<file path="config.mk">
export PLATFORM = sky130hd
export DESIGN_NAME = display_buffer_ring_manager_top_flat
export DESIGN_NICKNAME = d
export VERILOG_FILES = /design/src/rtl/dbrm_pkg.sv /design/src/rtl/dbrm_if.sv /design/src/rtl/display_buffer_ring_manager_top.sv /design/src/flat_wrapper.sv
export SDC_FILE = /design/constraint.sdc
export NUM_CORES = 1
export LEC_CHECK = 0
export BUFFER_PORTS_ARGS = -buffer_cell sky130_fd_sc_hd__buf_2
export CAP_MARGIN = 20
export CORE_ASPECT_RATIO = 1.75
export CORE_UTILIZATION = 62
export DETAILED_ROUTE_END_ITERATION = 7
export PLACE_DENSITY = 0.87
export SLEW_MARGIN = 20
export SYNTH_ARGS = -nofsm -noshare
export SYNTH_HDL_FRONTEND = slang
export SYNTH_SLANG_ARGS = --single-unit
</file>
<file path="constraint.sdc">
create_clock -name clk -period 15.4 [get_ports clk]
set_input_delay 0.77 -clock clk [delete_from_list [all_inputs] [get_ports clk]]
set_output_delay 0.77 -clock clk [all_outputs]
set_load 0.02 [all_outputs]
</file>
<file path="src/rtl/dbrm_pkg.sv">
// shared types and constants for the display buffer ring manager
// no dependencies; used by the channel interfaces and the top level
`timescale 1ns / 1ps

package dbrm_pkg;

    // field widths of the channels
    localparam int OP_W       = 2;
    localparam int SLOT_IN_W  = 4;
    localparam int LAYERS_W   = 4;
    localparam int SEQ_W      = 32;
    localparam int PERIOD_W   = 63;
    localparam int STATUS_W   = 4;
    localparam int SLOT_OUT_W = 3;
    localparam int COUNT_W    = 32;
    localparam int CFG_IDX_W  = 2;
    localparam int CFG_DATA_W = 4;
    localparam int DIV_CNT_W  = 6;

    typedef logic [OP_W-1:0]     op_t;
    typedef logic [STATUS_W-1:0] status_t;
    typedef logic [1:0]          slot_state_t;

    // operations
    localparam op_t OP_ACQUIRE = 2'd0;
    localparam op_t OP_PRESENT = 2'd1;
    localparam op_t OP_SETTLE  = 2'd2;
    localparam op_t OP_FLIP    = 2'd3;

    // result status codes
    localparam status_t STAT_OK          = 4'd0;
    localparam status_t STAT_NONE_FREE   = 4'd1;
    localparam status_t STAT_POWERED_OFF = 4'd2;
    localparam status_t STAT_RECONFIG    = 4'd3;
    localparam status_t STAT_BAD_LAYERS  = 4'd4;
    localparam status_t STAT_NOT_OWNED   = 4'd5;
    localparam status_t STAT_BUSY        = 4'd6;
    localparam status_t STAT_HELD        = 4'd7;
    localparam status_t STAT_COMMIT_FAIL = 4'd8;
    localparam status_t STAT_STALE       = 4'd9;

    // slot states
    localparam slot_state_t ST_FREE      = 2'd0;
    localparam slot_state_t ST_ACQUIRED  = 2'd1;
    localparam slot_state_t ST_COMMITTED = 2'd2;
    localparam slot_state_t ST_SCANOUT   = 2'd3;

    // configuration register indexes
    localparam logic [CFG_IDX_W-1:0] REG_POWERED = 2'd0;
    localparam logic [CFG_IDX_W-1:0] REG_SLOTS   = 2'd1;
    localparam logic [CFG_IDX_W-1:0] REG_FENCE   = 2'd2;

endpackage

</file>
<file path="src/rtl/dbrm_if.sv">
// valid/ready channel interfaces: request, result and configuration write
// depends on dbrm_pkg for field widths
`timescale 1ns / 1ps

interface dbrm_req_if;
    logic                                valid;
    logic                                ready;
    logic [dbrm_pkg::OP_W-1:0]           operation;
    logic [dbrm_pkg::SLOT_IN_W-1:0]      slot;
    logic [dbrm_pkg::LAYERS_W-1:0]       layer_count;
    logic                                render_complete;
    logic                                fence_exported;
    logic                                commit_ok;
    logic [dbrm_pkg::SEQ_W-1:0]          vblank_sequence;
    logic [dbrm_pkg::PERIOD_W-1:0]       event_time;

    modport source (
        output valid, operation, slot, layer_count, render_complete,
               fence_exported, commit_ok, vblank_sequence, event_time,
        input  ready
    );
    modport sink (
        input  valid, operation, slot, layer_count, render_complete,
               fence_exported, commit_ok, vblank_sequence, event_time,
        output ready
    );
endinterface

interface dbrm_rsp_if;
    logic                                valid;
    logic                                ready;
    logic [dbrm_pkg::STATUS_W-1:0]       status;
    logic [dbrm_pkg::SLOT_OUT_W-1:0]     acquired_slot;
    logic [dbrm_pkg::SLOT_OUT_W-1:0]     shown_slot;
    logic                                presented;
    logic [dbrm_pkg::PERIOD_W-1:0]       period_ns;
    logic [dbrm_pkg::COUNT_W-1:0]        held_total;
    logic [dbrm_pkg::COUNT_W-1:0]        commit_total;

    modport source (
        output valid, status, acquired_slot, shown_slot, presented,
               period_ns, held_total, commit_total,
        input  ready
    );
    modport sink (
        input  valid, status, acquired_slot, shown_slot, presented,
               period_ns, held_total, commit_total,
        output ready
    );
endinterface

interface dbrm_cfg_if;
    logic                                valid;
    logic                                ready;
    logic [dbrm_pkg::CFG_IDX_W-1:0]      index;
    logic [dbrm_pkg::CFG_DATA_W-1:0]     data;

    modport source (output valid, index, data, input ready);
    modport sink (input valid, index, data, output ready);
endinterface

</file>
<file path="src/rtl/display_buffer_ring_manager_top.sv">
// display buffer ring manager: slot ring, present/settle/flip control, period divider
// depends on dbrm_pkg and the channel interfaces in dbrm_if.sv
// present, settle, stale flip, a credited flip with no known period and acquire on an empty ring
// go from decode to emit; else a credited flip runs a 63-step bit-serial divide of elapsed time
// by sequence delta; acquire normalises the pointer by subtraction and scans one slot per cycle;
// a result not taken stalls the next item in its emit step. reset: slot 0 scanout, rest free
`timescale 1ns / 1ps

module display_buffer_ring_manager_top #(
    parameter int RING_SLOTS = 8
) (
    input  logic       clk,
    input  logic       rst_n,
    dbrm_req_if.sink   req,
    dbrm_rsp_if.source rsp,
    dbrm_cfg_if.sink   cfg
);

    localparam int IDX_W = $clog2(RING_SLOTS);
    localparam int N_W   = IDX_W + 1;
    localparam logic [dbrm_pkg::DIV_CNT_W-1:0] DIV_LAST =
        dbrm_pkg::DIV_CNT_W'(dbrm_pkg::PERIOD_W - 1);

    // sequencer states
    localparam logic [2:0] S_IDLE = 3'd0;
    localparam logic [2:0] S_EXEC = 3'd1;
    localparam logic [2:0] S_NORM = 3'd2;
    localparam logic [2:0] S_SCAN = 3'd3;
    localparam logic [2:0] S_DIV  = 3'd4;
    localparam logic [2:0] S_EMIT = 3'd5;

    logic [2:0] state_reg;

    // configuration registers
    logic                               cfg_powered_reg;
    logic [dbrm_pkg::CFG_DATA_W-1:0]    cfg_slots_reg;
    logic                               cfg_fence_reg;

    // ring state
    dbrm_pkg::slot_state_t slot_state_reg [RING_SLOTS];
    logic [IDX_W-1:0]                   next_ptr_reg;
    logic [IDX_W-1:0]                   scanout_slot_reg;
    logic                               inflight_valid_reg;
    logic [IDX_W-1:0]                   inflight_slot_reg;
    logic                               pending_valid_reg;
    logic [IDX_W-1:0]                   pending_slot_reg;
    logic                               have_prev_reg;
    logic [dbrm_pkg::PERIOD_W-1:0]      last_time_reg;
    logic [dbrm_pkg::SEQ_W-1:0]         last_seq_reg;
    logic [dbrm_pkg::COUNT_W-1:0]       held_cnt_reg;
    logic [dbrm_pkg::COUNT_W-1:0]       commit_cnt_reg;

    // latched request
    dbrm_pkg::op_t                      op_reg;
    logic [dbrm_pkg::SLOT_IN_W-1:0]     slot_reg;
    logic [dbrm_pkg::LAYERS_W-1:0]      layers_reg;
    logic                               done_reg;
    logic                               fence_reg;
    logic                               ok_reg;
    logic [dbrm_pkg::SEQ_W-1:0]         seq_reg;
    logic [dbrm_pkg::PERIOD_W-1:0]      at_reg;

    // search and divide working registers
    logic [IDX_W-1:0]                   ptr_reg;
    logic [N_W-1:0]                     cnt_reg;
    logic [dbrm_pkg::DIV_CNT_W-1:0]     div_cnt_reg;
    logic [dbrm_pkg::PERIOD_W-1:0]      dq_reg;
    logic [dbrm_pkg::SEQ_W-1:0]         rem_reg;
    logic [dbrm_pkg::SEQ_W-1:0]         dvs_reg;

    // result being built
    dbrm_pkg::status_t                  res_status_reg;
    logic [IDX_W-1:0]                   res_acq_reg;
    logic [IDX_W-1:0]                   res_shown_reg;
    logic                               res_presented_reg;

    // output register
    logic                               rsp_valid_reg;
    dbrm_pkg::status_t                  rsp_status_reg;
    logic [dbrm_pkg::SLOT_OUT_W-1:0]    rsp_acq_reg;
    logic [dbrm_pkg::SLOT_OUT_W-1:0]    rsp_shown_reg;
    logic                               rsp_presented_reg;
    logic [dbrm_pkg::PERIOD_W-1:0]      rsp_period_reg;
    logic [dbrm_pkg::COUNT_W-1:0]       rsp_held_reg;
    logic [dbrm_pkg::COUNT_W-1:0]       rsp_commit_reg;

    logic                               req_fire;
    logic                               emit_fire;
    logic [N_W-1:0]                     ring_n;
    logic [IDX_W-1:0]                   idx_next;
    logic [N_W-1:0]                     cnt_next;
    logic                               slot_in_ring;
    logic [IDX_W-1:0]                   slot_idx;
    logic [dbrm_pkg::PERIOD_W:0]        time_diff;
    logic [dbrm_pkg::SEQ_W-1:0]         seq_delta;
    logic                               period_known;
    logic [dbrm_pkg::SEQ_W:0]           div_trial;
    logic                               div_ge;

    // handshakes, both closed while in reset
    assign req.ready = rst_n && (state_reg == S_IDLE);
    assign cfg.ready = rst_n;
    assign req_fire  = req.valid && req.ready;
    assign emit_fire = (state_reg == S_EMIT) && (!rsp_valid_reg || rsp.ready);

    // effective ring size, clipped to storage
    assign ring_n = ({1'b0, cfg_slots_reg} < 5'(RING_SLOTS)) ? N_W'(cfg_slots_reg)
                                                              : N_W'(RING_SLOTS);

    // round robin successor of the slot under test
    assign idx_next = (N_W'({1'b0, ptr_reg} + N_W'(1)) == ring_n) ? '0
                                                                  : IDX_W'(ptr_reg + 1'b1);
    assign cnt_next = N_W'(cnt_reg + N_W'(1));

    // present slot range check
    assign slot_in_ring = (5'(slot_reg) < 5'(ring_n));
    assign slot_idx     = IDX_W'(slot_reg);

    // period qualification; top bit of the difference flags time going backwards
    assign time_diff    = {1'b0, at_reg} - {1'b0, last_time_reg};
    assign seq_delta    = seq_reg - last_seq_reg;
    assign period_known = have_prev_reg && (seq_reg > last_seq_reg)
                          && !time_diff[dbrm_pkg::PERIOD_W];

    // one restoring division step
    assign div_trial = {rem_reg, dq_reg[dbrm_pkg::PERIOD_W-1]};
    assign div_ge    = (div_trial >= {1'b0, dvs_reg});

    // request capture
    always_ff @(posedge clk)
    begin
        if (req_fire)
        begin
            op_reg     <= req.operation;
            slot_reg   <= req.slot;
            layers_reg <= req.layer_count;
            done_reg   <= req.render_complete;
            fence_reg  <= req.fence_exported;
            ok_reg     <= req.commit_ok;
            seq_reg    <= req.vblank_sequence;
            at_reg     <= req.event_time;
        end
    end

    // result register load
    always_ff @(posedge clk)
    begin
        if (emit_fire)
        begin
            rsp_status_reg    <= res_status_reg;
            rsp_acq_reg       <= dbrm_pkg::SLOT_OUT_W'(res_acq_reg);
            rsp_shown_reg     <= dbrm_pkg::SLOT_OUT_W'(res_shown_reg);
            rsp_presented_reg <= res_presented_reg;
            rsp_period_reg    <= dq_reg;
            rsp_held_reg      <= held_cnt_reg;
            rsp_commit_reg    <= commit_cnt_reg;
        end
    end

    // configuration writes
    always_ff @(posedge clk or negedge rst_n)
    begin
        if (!rst_n)
        begin
            cfg_powered_reg <= 1'b1;
            cfg_slots_reg   <= 4'd3;
            cfg_fence_reg   <= 1'b1;
        end
        else if (cfg.valid && cfg.ready)
        begin
            unique case (cfg.index)
                dbrm_pkg::REG_POWERED: cfg_powered_reg <= cfg.data[0];
                dbrm_pkg::REG_SLOTS:   cfg_slots_reg   <= cfg.data;
                dbrm_pkg::REG_FENCE:   cfg_fence_reg   <= cfg.data[0];
                default:               ;
            endcase
        end
    end

    // sequencer and ring state
    always_ff @(posedge clk or negedge rst_n)
    begin
        if (!rst_n)
        begin
            state_reg <= S_IDLE;
            for (int i = 0; i < RING_SLOTS; i++)
            begin
                slot_state_reg[i] <= dbrm_pkg::ST_FREE;
            end
            slot_state_reg[0]  <= dbrm_pkg::ST_SCANOUT;
            next_ptr_reg       <= '0;
            scanout_slot_reg   <= '0;
            inflight_valid_reg <= 1'b0;
            inflight_slot_reg  <= '0;
            pending_valid_reg  <= 1'b0;
            pending_slot_reg   <= '0;
            have_prev_reg      <= 1'b0;
            last_time_reg      <= '0;
            last_seq_reg       <= '0;
            held_cnt_reg       <= '0;
            commit_cnt_reg     <= '0;
            ptr_reg            <= '0;
            cnt_reg            <= '0;
            div_cnt_reg        <= '0;
            dq_reg             <= '0;
            rem_reg            <= '0;
            dvs_reg            <= '0;
            res_status_reg     <= dbrm_pkg::STAT_OK;
            res_acq_reg        <= '0;
            res_shown_reg      <= '0;
            res_presented_reg  <= 1'b0;
            rsp_valid_reg      <= 1'b0;
        end
        else
        begin
            // output transfer taken
            if (rsp_valid_reg && rsp.ready)
            begin
                rsp_valid_reg <= 1'b0;
            end

            unique case (state_reg)
                S_IDLE:
                begin
                    if (req_fire)
                    begin
                        state_reg <= S_EXEC;
                    end
                end

                // decode and apply the operation
                S_EXEC:
                begin
                    res_status_reg    <= dbrm_pkg::STAT_OK;
                    res_acq_reg       <= '0;
                    res_shown_reg     <= '0;
                    res_presented_reg <= 1'b0;
                    dq_reg            <= '0;
                    state_reg         <= S_EMIT;
                    unique case (op_reg)
                        dbrm_pkg::OP_ACQUIRE:
                        begin
                            if (ring_n == '0)
                            begin
                                res_status_reg <= dbrm_pkg::STAT_NONE_FREE;
                            end
                            else
                            begin
                                ptr_reg   <= next_ptr_reg;
                                state_reg <= S_NORM;
                            end
                        end

                        dbrm_pkg::OP_PRESENT:
                        begin
                            if (!cfg_powered_reg)
                            begin
                                res_status_reg <= dbrm_pkg::STAT_POWERED_OFF;
                            end
                            else if (ring_n == '0)
                            begin
                                res_status_reg <= dbrm_pkg::STAT_RECONFIG;
                            end
                            else if (layers_reg != 4'd1)
                            begin
                                res_status_reg <= dbrm_pkg::STAT_BAD_LAYERS;
                            end
                            else if (!slot_in_ring)
                            begin
                                res_status_reg <= dbrm_pkg::STAT_NOT_OWNED;
                            end
                            else if (inflight_valid_reg || pending_valid_reg)
                            begin
                                res_status_reg <= dbrm_pkg::STAT_BUSY;
                            end
                            else if ((cfg_fence_reg && fence_reg) || done_reg)
                            begin
                                if (ok_reg)
                                begin
                                    slot_state_reg[slot_idx] <= dbrm_pkg::ST_COMMITTED;
                                    inflight_valid_reg       <= 1'b1;
                                    inflight_slot_reg        <= slot_idx;
                                    commit_cnt_reg           <= commit_cnt_reg + 1'b1;
                                end
                                else
                                begin
                                    res_status_reg <= dbrm_pkg::STAT_COMMIT_FAIL;
                                end
                            end
                            else
                            begin
                                // hold the frame until rendering completes
                                pending_valid_reg <= 1'b1;
                                pending_slot_reg  <= slot_idx;
                                held_cnt_reg      <= held_cnt_reg + 1'b1;
                                res_status_reg    <= dbrm_pkg::STAT_HELD;
                            end
                        end

                        dbrm_pkg::OP_SETTLE:
                        begin
                            if (pending_valid_reg)
                            begin
                                if (done_reg)
                                begin
                                    pending_valid_reg <= 1'b0;
                                    if (ok_reg)
                                    begin
                                        slot_state_reg[pending_slot_reg] <=
                                            dbrm_pkg::ST_COMMITTED;
                                        inflight_valid_reg <= 1'b1;
                                        inflight_slot_reg  <= pending_slot_reg;
                                        commit_cnt_reg     <= commit_cnt_reg + 1'b1;
                                    end
                                    else
                                    begin
                                        slot_state_reg[pending_slot_reg] <= dbrm_pkg::ST_FREE;
                                        res_status_reg <= dbrm_pkg::STAT_COMMIT_FAIL;
                                    end
                                end
                                else
                                begin
                                    res_status_reg <= dbrm_pkg::STAT_HELD;
                                end
                            end
                        end

                        dbrm_pkg::OP_FLIP:
                        begin
                            if (!inflight_valid_reg)
                            begin
                                res_status_reg <= dbrm_pkg::STAT_STALE;
                            end
                            else
                            begin
                                // committed slot goes to scanout, previous scanout freed
                                inflight_valid_reg <= 1'b0;
                                if (scanout_slot_reg != inflight_slot_reg)
                                begin
                                    slot_state_reg[scanout_slot_reg] <= dbrm_pkg::ST_FREE;
                                end
                                slot_state_reg[inflight_slot_reg] <= dbrm_pkg::ST_SCANOUT;
                                scanout_slot_reg  <= inflight_slot_reg;
                                res_shown_reg     <= inflight_slot_reg;
                                res_presented_reg <= 1'b1;
                                last_time_reg     <= at_reg;
                                last_seq_reg      <= seq_reg;
                                have_prev_reg     <= 1'b1;
                                if (period_known)
                                begin
                                    dq_reg      <= time_diff[dbrm_pkg::PERIOD_W-1:0];
                                    dvs_reg     <= seq_delta;
                                    rem_reg     <= '0;
                                    div_cnt_reg <= '0;
                                    state_reg   <= S_DIV;
                                end
                            end
                        end

                        default: ;
                    endcase
                end

                // bring the search start inside the ring
                S_NORM:
                begin
                    if ({1'b0, ptr_reg} >= ring_n)
                    begin
                        ptr_reg <= IDX_W'({1'b0, ptr_reg} - ring_n);
                    end
                    else
                    begin
                        cnt_reg   <= '0;
                        state_reg <= S_SCAN;
                    end
                end

                // one slot examined per cycle
                S_SCAN:
                begin
                    if (slot_state_reg[ptr_reg] == dbrm_pkg::ST_FREE)
                    begin
                        slot_state_reg[ptr_reg] <= dbrm_pkg::ST_ACQUIRED;
                        next_ptr_reg            <= idx_next;
                        res_acq_reg             <= ptr_reg;
                        state_reg               <= S_EMIT;
                    end
                    else if (cnt_next == ring_n)
                    begin
                        res_status_reg <= dbrm_pkg::STAT_NONE_FREE;
                        state_reg      <= S_EMIT;
                    end
                    else
                    begin
                        cnt_reg <= cnt_next;
                        ptr_reg <= idx_next;
                    end
                end

                // restoring divide, one quotient bit per cycle
                S_DIV:
                begin
                    rem_reg <= div_ge ? dbrm_pkg::SEQ_W'(div_trial - {1'b0, dvs_reg})
                                      : div_trial[dbrm_pkg::SEQ_W-1:0];
                    dq_reg  <= {dq_reg[dbrm_pkg::PERIOD_W-2:0], div_ge};
                    div_cnt_reg <= div_cnt_reg + 1'b1;
                    if (div_cnt_reg == DIV_LAST)
                    begin
                        state_reg <= S_EMIT;
                    end
                end

                S_EMIT:
                begin
                    if (emit_fire)
                    begin
                        rsp_valid_reg <= 1'b1;
                        state_reg     <= S_IDLE;
                    end
                end

                default: state_reg <= S_IDLE;
            endcase
        end
    end

    // output channel
    assign rsp.valid         = rsp_valid_reg;
    assign rsp.status        = rsp_status_reg;
    assign rsp.acquired_slot = rsp_acq_reg;
    assign rsp.shown_slot    = rsp_shown_reg;
    assign rsp.presented     = rsp_presented_reg;
    assign rsp.period_ns     = rsp_period_reg;
    assign rsp.held_total    = rsp_held_reg;
    assign rsp.commit_total  = rsp_commit_reg;

    // a commit in flight and a held frame never coexist
    a_inflight_pending_exclusive: assert property (@(posedge clk) disable iff (!rst_n)
        !(inflight_valid_reg && pending_valid_reg))
        else $error("commit in flight while a frame is held");

    // the in-flight slot stays committed until its flip completes
    a_inflight_committed: assert property (@(posedge clk) disable iff (!rst_n)
        inflight_valid_reg |-> (slot_state_reg[inflight_slot_reg] == dbrm_pkg::ST_COMMITTED))
        else $error("in-flight slot lost its committed state");

    // the free-slot search never runs past the ring
    a_scan_bounded: assert property (@(posedge clk) disable iff (!rst_n)
        (state_reg == S_SCAN) |-> (cnt_reg < ring_n))
        else $error("slot search overran the ring");

    // a period is reported only with a credited flip
    a_period_only_on_flip: assert property (@(posedge clk) disable iff (!rst_n)
        (rsp.valid && !rsp.presented) |-> (rsp.period_ns == '0))
        else $error("period reported without a credited flip");

endmodule
</file>
<file path="src/flat_wrapper.sv">
// flat-port wrapper written by rule: the top's interface ports become plain ports
module display_buffer_ring_manager_top_flat 
#(
    parameter int RING_SLOTS = 8
)
  (clk, rst_n, req_valid, req_operation, req_slot, req_layer_count, req_render_complete, req_fence_exported, req_commit_ok, req_vblank_sequence, req_event_time, req_ready, rsp_valid, rsp_status, rsp_acquired_slot, rsp_shown_slot, rsp_presented, rsp_period_ns, rsp_held_total, rsp_commit_total, rsp_ready, cfg_valid, cfg_index, cfg_data, cfg_ready);
  dbrm_req_if req_i ();
  dbrm_rsp_if rsp_i ();
  dbrm_cfg_if cfg_i ();
  input  logic clk;
  input  logic rst_n;
  input wire logic [$bits(req_i.valid)-1:0] req_valid;
  input wire logic [$bits(req_i.operation)-1:0] req_operation;
  input wire logic [$bits(req_i.slot)-1:0] req_slot;
  input wire logic [$bits(req_i.layer_count)-1:0] req_layer_count;
  input wire logic [$bits(req_i.render_complete)-1:0] req_render_complete;
  input wire logic [$bits(req_i.fence_exported)-1:0] req_fence_exported;
  input wire logic [$bits(req_i.commit_ok)-1:0] req_commit_ok;
  input wire logic [$bits(req_i.vblank_sequence)-1:0] req_vblank_sequence;
  input wire logic [$bits(req_i.event_time)-1:0] req_event_time;
  output wire logic [$bits(req_i.ready)-1:0] req_ready;
  output wire logic [$bits(rsp_i.valid)-1:0] rsp_valid;
  output wire logic [$bits(rsp_i.status)-1:0] rsp_status;
  output wire logic [$bits(rsp_i.acquired_slot)-1:0] rsp_acquired_slot;
  output wire logic [$bits(rsp_i.shown_slot)-1:0] rsp_shown_slot;
  output wire logic [$bits(rsp_i.presented)-1:0] rsp_presented;
  output wire logic [$bits(rsp_i.period_ns)-1:0] rsp_period_ns;
  output wire logic [$bits(rsp_i.held_total)-1:0] rsp_held_total;
  output wire logic [$bits(rsp_i.commit_total)-1:0] rsp_commit_total;
  input wire logic [$bits(rsp_i.ready)-1:0] rsp_ready;
  input wire logic [$bits(cfg_i.valid)-1:0] cfg_valid;
  input wire logic [$bits(cfg_i.index)-1:0] cfg_index;
  input wire logic [$bits(cfg_i.data)-1:0] cfg_data;
  output wire logic [$bits(cfg_i.ready)-1:0] cfg_ready;
  assign req_i.valid = req_valid;
  assign req_i.operation = req_operation;
  assign req_i.slot = req_slot;
  assign req_i.layer_count = req_layer_count;
  assign req_i.render_complete = req_render_complete;
  assign req_i.fence_exported = req_fence_exported;
  assign req_i.commit_ok = req_commit_ok;
  assign req_i.vblank_sequence = req_vblank_sequence;
  assign req_i.event_time = req_event_time;
  assign req_ready = req_i.ready;
  assign rsp_valid = rsp_i.valid;
  assign rsp_status = rsp_i.status;
  assign rsp_acquired_slot = rsp_i.acquired_slot;
  assign rsp_shown_slot = rsp_i.shown_slot;
  assign rsp_presented = rsp_i.presented;
  assign rsp_period_ns = rsp_i.period_ns;
  assign rsp_held_total = rsp_i.held_total;
  assign rsp_commit_total = rsp_i.commit_total;
  assign rsp_i.ready = rsp_ready;
  assign cfg_i.valid = cfg_valid;
  assign cfg_i.index = cfg_index;
  assign cfg_i.data = cfg_data;
  assign cfg_ready = cfg_i.ready;
  display_buffer_ring_manager_top #(.RING_SLOTS(RING_SLOTS)) u_core (.clk(clk), .rst_n(rst_n), .req(req_i), .rsp(rsp_i), .cfg(cfg_i));
endmodule
</file>
# Yosys cells after proc, flatten, opt, wreduce, memory -nomap -nowiden
# Cells that the tools add are included.
totals:
  inputBits: 119
  out_inout_bits: 141
  word_cells: 327
  ff_bits: 597
classes:
  reduce_logical: 47
  n_bitwise: 23
  n_addsub: 10
  mux: 131
  eq_ne: 52
  magnitude_cmp: 15
op_table:
  columns: ["op", "count"]
  rows:
  - ["$mux W32", 13]
  - ["$mux W16", 16]
  - ["$mux W63", 3]
  - ["$pmux W32 S2", 2]
  - ["$pmux W63 S2", 1]
  - ["$mux W3", 27]
  - ["$add A32 B1 Y32 const B", 2]
  - ["$mux W4", 16]
  - ["$sub A32 B32 Y32", 2]
  - ["$sub A63 B63 Y64", 1]
  - ["$pmux W16 S3", 1]
  - ["$ge A33 B32 Y1", 1]
  - ["$and A16 B16 Y16", 2]
  - ["$gt A32 B32 Y1", 1]
  - ["$ne A2 B1 Y1 const B", 16]
  - ["$not A16 Y16", 2]
  - ["$pmux W16 S2", 1]
  - ["$demux W2 S3", 5]
  - ["$and A8 B8 Y8", 3]
  - ["$mux W1", 24]
  - ["$not A8 Y8", 3]
  - ["$or A8 B8 Y8", 3]
  - ["$ne A3 B2 Y1 const B", 7]
  - ["$ge A4 B4 Y1 const B", 5]
  - ["53 further kinds", 121]

# Longest topological paths before layout
# Gate-level depths: netlist (run 1).
logic_depth:
  depth_word: 16
  ltp_mapped: 15
  mapped_depth_nobuf: 14

# Worst setup path after synthesis (run 1)
# No wires, ideal clock.
synth_timing:
  kind: "input to register"
  from: "input rsp_ready"
  to: "register u_core.rsp_acq_reg (netlist bit u_core.rsp.acquired_slot[0]), enable pin"
  setup_time_ns: 0.652
  stages: 2
  arrival_ns: 6.979
  setup_slack_ns: 7.769
  path_buffers: 0
  path_cell_list: "nand2b_1 > nor2b_1"
synth_via:
  elab_chain_cells: 2
synth_lines:
  columns: ["item", "line_no", "rtl"]
  rows:
  - ["start: declaration", "flat_wrapper.sv:30", "input wire logic [$bits(rsp_i.ready)-1:0] rsp_ready;"]
  - ["$logic_or A1 B1 Y1", "display_buffer_ring_manager_top.sv:104", "assign emit_fire = (state_reg == S_EMIT) && (!rsp_valid_reg || rsp.ready);"]
  - ["$logic_and A1 B1 Y1", "display_buffer_ring_manager_top.sv:104", null]
  - ["net u_core.emit_fire", "display_buffer_ring_manager_top.sv:88", "logic emit_fire;"]
  - ["end signal: assignment", "display_buffer_ring_manager_top.sv:151", "rsp_acq_reg <= dbrm_pkg::SLOT_OUT_W'(res_acq_reg);"]
  - ["end: declaration", "display_buffer_ring_manager_top.sv:80", "logic [dbrm_pkg::SLOT_OUT_W-1:0] rsp_acq_reg;"]
# The timed path passes the listed nets, and every way through them passes these cells.
# A chain may end at the register's enable or synchronous reset.

# Worst setup path after layout (run 1)
layout_timing:
  from: "register u_core.at_reg[1] (netlist name)"
  to: "register u_core.div_cnt_reg[0] (netlist name)"
layout_via:
  elab_chain_cells: 5
layout_lines:
  columns: ["item", "line_no", "rtl"]
  rows:
  - ["start: declaration", "display_buffer_ring_manager_top.sv:61", "logic [dbrm_pkg::PERIOD_W-1:0] at_reg;"]
  - ["start signal: assignment", "display_buffer_ring_manager_top.sv:141", "at_reg <= req.event_time;"]
  - ["$sub A63 B63 Y64", "display_buffer_ring_manager_top.sv:120", "assign time_diff = {1'b0, at_reg} - {1'b0, last_time_reg};"]
  - ["$logic_not A1 Y1", "display_buffer_ring_manager_top.sv:123", "&& !time_diff[dbrm_pkg::PERIOD_W];"]
  - ["$logic_and A1 B1 Y1", "display_buffer_ring_manager_top.sv:123", null]
  - ["$ne A2 B1 Y1 (no source line)", null, null]
  - ["$reduce_and A4 Y1 (no source line)", null, null]
  - ["end signal: assignment", "display_buffer_ring_manager_top.sv:406", "div_cnt_reg <= div_cnt_reg + 1'b1;"]
  - ["end: declaration", "display_buffer_ring_manager_top.sv:66", "logic [dbrm_pkg::DIV_CNT_W-1:0] div_cnt_reg;"]
# No other way between the ends.

==> metrics.txt, run 1 <==
# TYPE chip_impl_metric gauge
chip_impl_info{name="outcome",value="finished clean"} 1
chip_impl_info{name="synthFlopType",value="sky130_fd_sc_hd__dfrtp_1"} 1
chip_impl_metric{name="grt_start_max_net_pins",unit=""} 133
chip_impl_metric{name="p_leak",unit="uW"} 0.0148
chip_impl_info{name="yosysTopAreaCell",value="sky130_fd_sc_hd__dfrtp_1"} 1
chip_impl_metric{name="synthesis.yosys.warnings",unit=""} 0
chip_impl_metric{name="synthCells",unit=""} 2950
chip_impl_info{name="yosys-top-cells-count",value="sky130_fd_sc_hd__dfrtp_1, sky130_fd_sc_hd__o21ai_0, sky130_fd_sc_hd__nand2_1"} 1
chip_impl_metric{name="ys_async_sr_fraction",unit=""} 0.588
chip_impl_metric{name="critical_path_required_time",unit="ns"} 15.93
chip_impl_metric{name="gp_congestion",unit=""} 1.01
chip_impl_metric{name="sw_frac",unit=""} 0.417
chip_impl_metric{name="final_nets",unit=""} 3434
chip_impl_metric{name="internal-power",unit="uW"} 4110
chip_impl_info{name="maxUsedRoutingLayer",value="met4"} 1
chip_impl_metric{name="die_area",unit="um2"} 50100
chip_impl_metric{name="antenna_left",unit=""} 0
chip_impl_metric{name="p_seq_frac",unit=""} 0.342
chip_impl_metric{name="drv_slew",unit=""} 0
chip_impl_metric{name="timing.final.crit_share",unit=""} 0.323
chip_impl_info{name="endpoint_kind",value="flip-flop"} 1
chip_impl_metric{name="max_slew.worst_pin.slew",unit="ns"} 1.02
chip_impl_metric{name="maximum_vdd_drop",unit="uV"} 126
chip_impl_metric{name="vias",unit=""} 23800
chip_impl_metric{name="share_of_layout_cells_above_drive_strength_1",unit=""} 0.131
chip_impl_metric{name="vias_in_the_first_global_route",unit=""} 24500
chip_impl_metric{name="ys_ff_latch",unit=""} 597
chip_impl_metric{name="clkSlewWorstSetupHoldPaths",unit="ns"} 0.07
chip_impl_metric{name="clock_power_share",unit=""} 0.196
chip_impl_metric{name="core.rowCount",unit=""} 107
chip_impl_metric{name="cts_resized",unit=""} 0
chip_impl_info{name="critPathLaunchType",value="flip-flop"} 1
chip_impl_metric{name="antenna_violations_before_repair",unit=""} 0
chip_impl_metric{name="finalSetupTns",unit="ns"} 0
chip_impl_metric{name="clock_insertion_delay_worst_skew",unit="ns"} 0.62
chip_impl_info{name="cts.root.buffer_cell",value="sky130_fd_sc_hd__clkbuf_16"} 1
chip_impl_metric{name="final_core_util",unit=""} 0.702
chip_impl_metric{name="drt_iter0_drc",unit=""} 1554
chip_impl_metric{name="cts_max_level",unit=""} 2
chip_impl_metric{name="finalClockSkew",unit="ns"} 0.0289
chip_impl_metric{name="cts_buffers",unit=""} 53
chip_impl_metric{name="clkSinkCount",unit=""} 597
chip_impl_metric{name="syn-cell-area",unit="um2"} 30500
chip_impl_metric{name="synth_nets",unit=""} 3217
chip_impl_metric{name="width_of_the_die",unit="um"} 170
chip_impl_metric{name="wl_met3",unit="um"} 3840
chip_impl_metric{name="power.density",unit="nW/um2"} 207
chip_impl_metric{name="pwr-share-comb",unit=""} 0.462
chip_impl_metric{name="initial_core_utilization",unit=""} 0.627
chip_impl_metric{name="route.met2.wl",unit="um"} 42400
chip_impl_metric{name="yosysSeqAreaShare",unit=""} 0.531
chip_impl_info{name="tritoncts_clock_tree",value="built"} 1
chip_impl_info{name="synthMostInstantiatedCell",value="sky130_fd_sc_hd__dfrtp_1"} 1
chip_impl_metric{name="timing.max_cap.violations",unit=""} 0
chip_impl_metric{name="drt_pre_antenna_iters",unit=""} 8
chip_impl_metric{name="globalRoute.totalOverflow",unit=""} 0
chip_impl_metric{name="worst_ep_arrival_time",unit="ns"} 5.51
chip_impl_metric{name="synth_edf_count",unit=""} 246
chip_impl_metric{name="power_switching",unit="uW"} 2940
chip_impl_info{name="rsz0062_at_grt",value="false"} 1
chip_impl_metric{name="avgRoutedWirePerCell",unit="um"} 20.3
chip_impl_metric{name="synth_cell_types",unit=""} 85
chip_impl_metric{name="yosysTopAreaCellShare",unit=""} 0.283
chip_impl_metric{name="met1_length",unit="um"} 26700
chip_impl_metric{name="io-pin-count",unit=""} 260
chip_impl_metric{name="ant_diodes",unit=""} 0
chip_impl_metric{name="buffer_ports.inserted",unit=""} 259
chip_impl_metric{name="max_clock_freq",unit="GHz"} 0.201
chip_impl_metric{name="grt_usage",unit=""} 0.317
chip_impl_metric{name="drc",unit=""} 0
chip_impl_metric{name="syn-mean-instance-area",unit="um2"} 10.3
chip_impl_metric{name="number_of_failing_setup_endpoints_in_the_final_timing_report",unit=""} 0
chip_impl_info{name="path_class",value="flip-flop to flip-flop"} 1
chip_impl_metric{name="area_growth_syn_to_layout",unit="%"} 12.0
chip_impl_metric{name="worst-path-max-fanout",unit=""} 84
chip_impl_metric{name="viasPerCell",unit=""} 6.15
chip_impl_metric{name="timing.max_slew.rel_slack",unit=""} 0.313
chip_impl_metric{name="core_area",unit="um2"} 48600
chip_impl_metric{name="die_h",unit="um"} 295
chip_impl_metric{name="final.min_clock_period",unit="ns"} 4.98
chip_impl_metric{name="final_hold_viol_count",unit=""} 0
chip_impl_metric{name="grt_first_pass_wirelength",unit="um"} 124000
chip_impl_metric{name="clk_path_buf_depth",unit=""} 3
chip_impl_metric{name="drt_wl_total",unit="um"} 78400
chip_impl_info{name="ys_top_cells_by_area",value="sky130_fd_sc_hd__dfrtp_1, sky130_fd_sc_hd__edfxtp_1, sky130_fd_sc_hd__ha_1, sky130_fd_sc_hd__o21ai_0, sky130_fd_sc_hd__nand2_1"} 1
chip_impl_info{name="worst_hold_path_type",value="input port to flip-flop"} 1
chip_impl_metric{name="hpwl",unit="um"} 56100
==> stage by stage <==
stage,cell area (um2),setup WS (ns),power [uW],hold slack (ns),cells
floorplan,30500,7.77,4770,0.423,2950
global placement,32300,10.78,5480,0.433,3765
detailed placement,32300,10.58,5600,0.438,3765
CTS,34100,10.51,7010,0.300,3866
global route,34100,10.14,7480,0.309,3866
finish,34100,10.42,7050,0.322,3866
==> cells in the final DEF, fill, tap and decap left out, types with 7 or more instances in the layout <==
master | synthesis | layout
sky130_fd_sc_hd__o31ai_1 | 25 | 25
sky130_fd_sc_hd__nand3_1 | 88 | 88
sky130_fd_sc_hd__and2_1 | 15 | 15
sky130_fd_sc_hd__xnor2_1 | 112 | 112
sky130_fd_sc_hd__clkbuf_16 | 0 | 54
sky130_fd_sc_hd__nand2_1 | 324 | 324
sky130_fd_sc_hd__a21o_1 | 62 | 62
sky130_fd_sc_hd__xor2_1 | 65 | 65
sky130_fd_sc_hd__o21ai_0 | 331 | 331
sky130_fd_sc_hd__a22o_1 | 11 | 11
sky130_fd_sc_hd__o21a_1 | 30 | 30
sky130_fd_sc_hd__buf_2 | 11 | 258
sky130_fd_sc_hd__or2_2 | 9 | 9
sky130_fd_sc_hd__edfxtp_1 | 246 | 246
sky130_fd_sc_hd__nor3_1 | 44 | 44
sky130_fd_sc_hd__a211o_1 | 7 | 7
sky130_fd_sc_hd__a31oi_1 | 26 | 26
sky130_fd_sc_hd__nand2b_1 | 31 | 30
sky130_fd_sc_hd__clkbuf_1 | 97 | 7
sky130_fd_sc_hd__inv_1 | 192 | 191
sky130_fd_sc_hd__buf_4 | 4 | 17
sky130_fd_sc_hd__nand4_1 | 39 | 39
sky130_fd_sc_hd__dfrtp_1 | 345 | 345
sky130_fd_sc_hd__nor2_1 | 149 | 147
sky130_fd_sc_hd__or3_1 | 14 | 14
sky130_fd_sc_hd__mux2i_1 | 25 | 25
sky130_fd_sc_hd__and3_1 | 27 | 26
sky130_fd_sc_hd__a211oi_1 | 16 | 16
sky130_fd_sc_hd__ha_1 | 144 | 144
sky130_fd_sc_hd__a221oi_1 | 9 | 9
sky130_fd_sc_hd__o211ai_1 | 19 | 19
sky130_fd_sc_hd__mux2_2 | 15 | 15
sky130_fd_sc_hd__and4_1 | 10 | 10
sky130_fd_sc_hd__o21bai_1 | 24 | 24
sky130_fd_sc_hd__a21oi_1 | 175 | 175
sky130_fd_sc_hd__nor2b_1 | 23 | 22
sky130_fd_sc_hd__a22oi_1 | 66 | 66
sky130_fd_sc_hd__clkinv_2 | 0 | 11
sky130_fd_sc_hd__o31a_1 | 10 | 10
==> kinds of logic after synthesis <==
family                     synth area share
adders and majority gates            0.0618
muxes                                0.0138
and+or+nand+nor                       0.127
buffers and inverters                0.0393
DFF                                   0.531
xor gates and xnor gates             0.0509
AOI/OAI and AO/OA                     0.176
==> final timing paths <==
path | from | end | slack (ns) | cells after the start
setup reg to reg | u_core.at_reg[1]$_DFFE_PP_ | u_core.div_cnt_reg[0]$_DFFE_PN0P_ | 10.42 | 13
setup / recovery | u_core.at_reg[1]$_DFFE_PP_ | u_core.div_cnt_reg[0]$_DFFE_PN0P_ | 10.42 | 13
max in group asynchronous | rst_n | u_core.held_cnt_reg[3]$_DFFE_PN0P_ | 12.81 | 4
hold reg to reg | u_core.res_shown_reg[2]$_DFFE_PN0P_ | u_core.rsp.shown_slot[2]$_DFFE_PP_ | 0.45 | 0
min in group asynchronous | rst_n | u_core.pending_valid_reg$_DFFE_PN0P_ | 0.57 | 2
hold / removal | req_vblank_sequence[29] | u_core.seq_reg[29]$_DFFE_PP_ | 0.32 | 1
==> power groups by stage <==
stage	combinational (uW)	sequential, uW	clock [uW]
finish	3260	2410	1380
global route	3580	2450	1450
CTS	3210	2400	1400
detailed placement	3170	2420	0
global placement	3070	2410	0
floorplan	2300	2480	0
==> critical path, cell delays in order (launching register included) <==
cell                        delay [ns]
sky130_fd_sc_hd__edfxtp_1         0.47
sky130_fd_sc_hd__ha_1             0.33
sky130_fd_sc_hd__nor2b_1          0.14
sky130_fd_sc_hd__o31a_1           0.30
sky130_fd_sc_hd__o21ai_2          0.30
sky130_fd_sc_hd__o21ai_2          0.15
sky130_fd_sc_hd__a41o_1           0.35
sky130_fd_sc_hd__a31oi_1          0.31
sky130_fd_sc_hd__a2111oi_2        0.16
sky130_fd_sc_hd__o21ai_4          0.48
sky130_fd_sc_hd__buf_4            0.55
sky130_fd_sc_hd__buf_4            0.72
sky130_fd_sc_hd__and2_1           0.38
sky130_fd_sc_hd__mux2_2           0.20
==> layer usage <==
metal | GRT usage | up-vias
li1 | - | 11000
met1 | 0.321 | 11400
met2 | 0.603 | 1003
met3 | 0.0345 | 309
met4 | 0.214 | 0
met5 | 0 | -
==> final cells by class <==
cell class / count / area (um2)
well taps: 654 / 818
fillers: 3428 / 14500
flip-flops and latches: 597 / 16200
multi-input cells: 2044 / 13100
inverters: 192 / 723
clock inverters: 36 / 387
repair buffers: 279 / 1470
clock buffers: 64 / 1420
==> what timing repair did <==
item | CTS | global route
setup buffers | 0 | 0
endpoints found under the hold margin | 6 | 0
hold buffers | 1 | 0
Power figures use the tool's default switching activity.
==> run 2: changes to the inputs <==
Settings changed: CORE_UTILIZATION 62 to 60, PLACE_DENSITY 0.87 to 0.85.
Clock period 15.4 ns to 5.21 ns, I/O delays scaled along.
==> metrics.txt, run 2 (synthesis results as in run 1) <==
# TYPE chip_impl_metric gauge
chip_impl_info{name="outcome",value="finished clean"} 1
chip_impl_metric{name="grt_usage",unit=""} 0.324
chip_impl_metric{name="worst_ep_arrival_time",unit="ns"} 4.67
chip_impl_metric{name="clk_path_buf_depth",unit=""} 3
chip_impl_info{name="path_class",value="flip-flop to flip-flop"} 1
chip_impl_metric{name="core.rowCount",unit=""} 108
chip_impl_metric{name="p_leak",unit="uW"} 0.0153
chip_impl_info{name="endpoint_kind",value="flip-flop"} 1
chip_impl_metric{name="max_slew.worst_pin.slew",unit="ns"} 1.03
chip_impl_metric{name="io-pin-count",unit=""} 260
chip_impl_metric{name="die_h",unit="um"} 300
chip_impl_metric{name="final_hold_viol_count",unit=""} 0
chip_impl_metric{name="buffer_ports.inserted",unit=""} 259
chip_impl_info{name="rsz0062_at_grt",value="false"} 1
chip_impl_metric{name="final_core_util",unit=""} 0.709
chip_impl_metric{name="cp_num_buf_inv",unit=""} 2
chip_impl_metric{name="finalClockSkew",unit="ns"} 0.0202
chip_impl_metric{name="drt_iter0_drc",unit=""} 1853
chip_impl_metric{name="postCtsSetupRepairBufs",unit=""} 0
chip_impl_metric{name="initial_core_utilization",unit=""} 0.611
chip_impl_metric{name="globalRoute.totalOverflow",unit=""} 0
chip_impl_metric{name="avgRoutedWirePerCell",unit="um"} 20.5
chip_impl_metric{name="grt_first_pass_wirelength",unit="um"} 130000
chip_impl_metric{name="gp_congestion",unit=""} 0.964
chip_impl_info{name="layout_commonest_cell",value="sky130_fd_sc_hd__dfrtp_1"} 1
chip_impl_metric{name="wl_met3",unit="um"} 3940
chip_impl_info{name="worst_hold_path_type",value="input port to flip-flop"} 1
chip_impl_metric{name="final_nets",unit=""} 3548
chip_impl_info{name="timing.critical_path.cells",value="inv_1, ha_1, inv_1, fa_1, a211oi_1, o211ai_1, a221oi_2, o221ai_1, o21ai_0, a211oi_1, o21ai_0, o21bai_1, xnor2_1, o21ai_0"} 1
chip_impl_metric{name="timing.max_slew.rel_slack",unit=""} 0.313
chip_impl_metric{name="width_of_the_die",unit="um"} 172
chip_impl_metric{name="clkSinkCount",unit=""} 597
chip_impl_info{name="most-common-layout-cells",value="sky130_fd_sc_hd__dfrtp_1, sky130_fd_sc_hd__o21ai_0, sky130_fd_sc_hd__nand2_1"} 1
chip_impl_metric{name="antenna_violations_before_repair",unit=""} 2
chip_impl_info{name="critical_path.most_common_cell",value="sky130_fd_sc_hd__o21ai_0"} 1
chip_impl_metric{name="viasPerCell",unit=""} 6.06
chip_impl_metric{name="area_growth_syn_to_layout",unit="%"} 16.1
chip_impl_metric{name="vias_in_the_first_global_route",unit=""} 25100
chip_impl_metric{name="grt_start_max_net_pins",unit=""} 158
chip_impl_metric{name="timing.max_cap.violations",unit=""} 0
chip_impl_info{name="critPathLaunchType",value="flip-flop"} 1
chip_impl_info{name="cp_slowest_cell",value="sky130_fd_sc_hd__a221oi_2"} 1
chip_impl_info{name="tritoncts_clock_tree",value="built"} 1
chip_impl_metric{name="hpwl",unit="um"} 55300
chip_impl_metric{name="maximum_vdd_drop",unit="uV"} 359
chip_impl_metric{name="number_of_failing_setup_endpoints_in_the_final_timing_report",unit=""} 0
chip_impl_metric{name="cts_max_level",unit=""} 2
chip_impl_metric{name="timing.final.crit_share",unit=""} 0.798
chip_impl_metric{name="power.density",unit="nW/um2"} 596
chip_impl_info{name="maxUsedRoutingLayer",value="met4"} 1
chip_impl_metric{name="vias",unit=""} 24200
chip_impl_metric{name="max_clock_freq",unit="GHz"} 0.241
chip_impl_metric{name="drt_pre_antenna_iters",unit=""} 5
chip_impl_metric{name="hold-worst-slack",unit="ns"} 0.0224
chip_impl_info{name="cts.root.buffer_cell",value="sky130_fd_sc_hd__clkbuf_16"} 1
chip_impl_metric{name="clkSlewWorstSetupHoldPaths",unit="ns"} 0.07
chip_impl_metric{name="core_area",unit="um2"} 49900
chip_impl_metric{name="slowest_delay",unit="ns"} 0.60
chip_impl_metric{name="drt_wl_total",unit="um"} 81700
chip_impl_metric{name="share_of_layout_cells_above_drive_strength_1",unit=""} 0.127
chip_impl_metric{name="die_area",unit="um2"} 51700
chip_impl_metric{name="route.met2.wl",unit="um"} 43100
chip_impl_info{name="critical-path-top-delay-family",value="compound AO/OA/AOI/OAI gates"} 1
chip_impl_metric{name="antenna_left",unit=""} 0
chip_impl_metric{name="critical_path_required_time",unit="ns"} 5.72
chip_impl_metric{name="drc",unit=""} 0
chip_impl_metric{name="finalSetupTns",unit="ns"} 0
chip_impl_metric{name="met1_length",unit="um"} 28700
chip_impl_metric{name="final.min_clock_period",unit="ns"} 4.16
chip_impl_metric{name="cts_resized",unit=""} 0
chip_impl_metric{name="drv_slew",unit=""} 0
chip_impl_metric{name="worst-path-max-fanout",unit=""} 6
chip_impl_metric{name="clock_insertion_delay_worst_skew",unit="ns"} 0.61
chip_impl_metric{name="cts_buffers",unit=""} 52
==> run 2: routing by layer <==
layer	up-vias	global-route usage
li1	11200	-
met1	11600	0.344
met2	954	0.591
met3	326	0.0388
met4	0	0.217
met5	-	0
==> run 2: path summary, 6_finish.rpt <==
| path | startpoint | endpoint | slack, ns | cells past startpoint |
|---|---|---|---|---|
| worst max-delay path | u_core.at_reg[0]$_DFFE_PP_ | u_core.dq_reg[58]$_DFFE_PN0P_ | 1.05 | 14 |
| worst min-delay path | rsp_ready | u_core.rsp.valid$_DFF_PN0_ | 0.02 | 3 |
| worst max register to register | u_core.at_reg[0]$_DFFE_PP_ | u_core.dq_reg[58]$_DFFE_PN0P_ | 1.05 | 14 |
| worst min register to register | u_core.res_status_reg[0]$_DFFE_PN0P_ | u_core.rsp.status[0]$_DFFE_PP_ | 0.45 | 0 |
| max in group asynchronous | rst_n | u_core.last_time_reg[46]$_DFFE_PN0P_ | 3.22 | 4 |
| min in group asynchronous | rst_n | u_core.commit_cnt_reg[29]$_DFFE_PN0P_ | 0.08 | 2 |
==> run 2: area by class of cell <==
class                   count  area [um2]
diodes                      2        5.00
clock buffers              67        1450
clock inverters            31         407
fillers                  3432       14500
inverters                 192         723
multi-input cells        2044       13100
flip-flops and latches    597       16200
well taps                 660         826
repair buffers            394        2650
==> run 2: what timing repair did <==
item / 4_1_cts / 5_1_grt
endpoints found under the hold margin: 163 / 0
hold buffers: 113 / 0
setup endpoints to repair: 0 / 0
==> run 2: through the flow <==
stage               total power (uW)  setup WS (ns)  instances  area [um2]
finish                         21100           1.05       3987       35400
floorplan                      14100          0.361       2950       30500
global placement               16300           1.39       3773       32400
global route                   22400          0.770       3987       35400
CTS                            20900           1.20       3984       35300
detailed placement             16600           1.23       3773       32400
==> run 2: report_power, final <==
group / total, uW / leakage [uW] / internal, uW / switching, uW
combinational: 9710 / 0.00750 / 3670 / 6040
sequential: 7140 / 0.00689 / 6290 / 850
clock: 4220 / 0.000907 / 2420 / 1800
==> run 2: worst min-delay path, cell delays in order <==
cell                       delay (ns)
sky130_fd_sc_hd__buf_2           0.07
sky130_fd_sc_hd__nand2b_1        0.18
sky130_fd_sc_hd__nand2_1         0.07
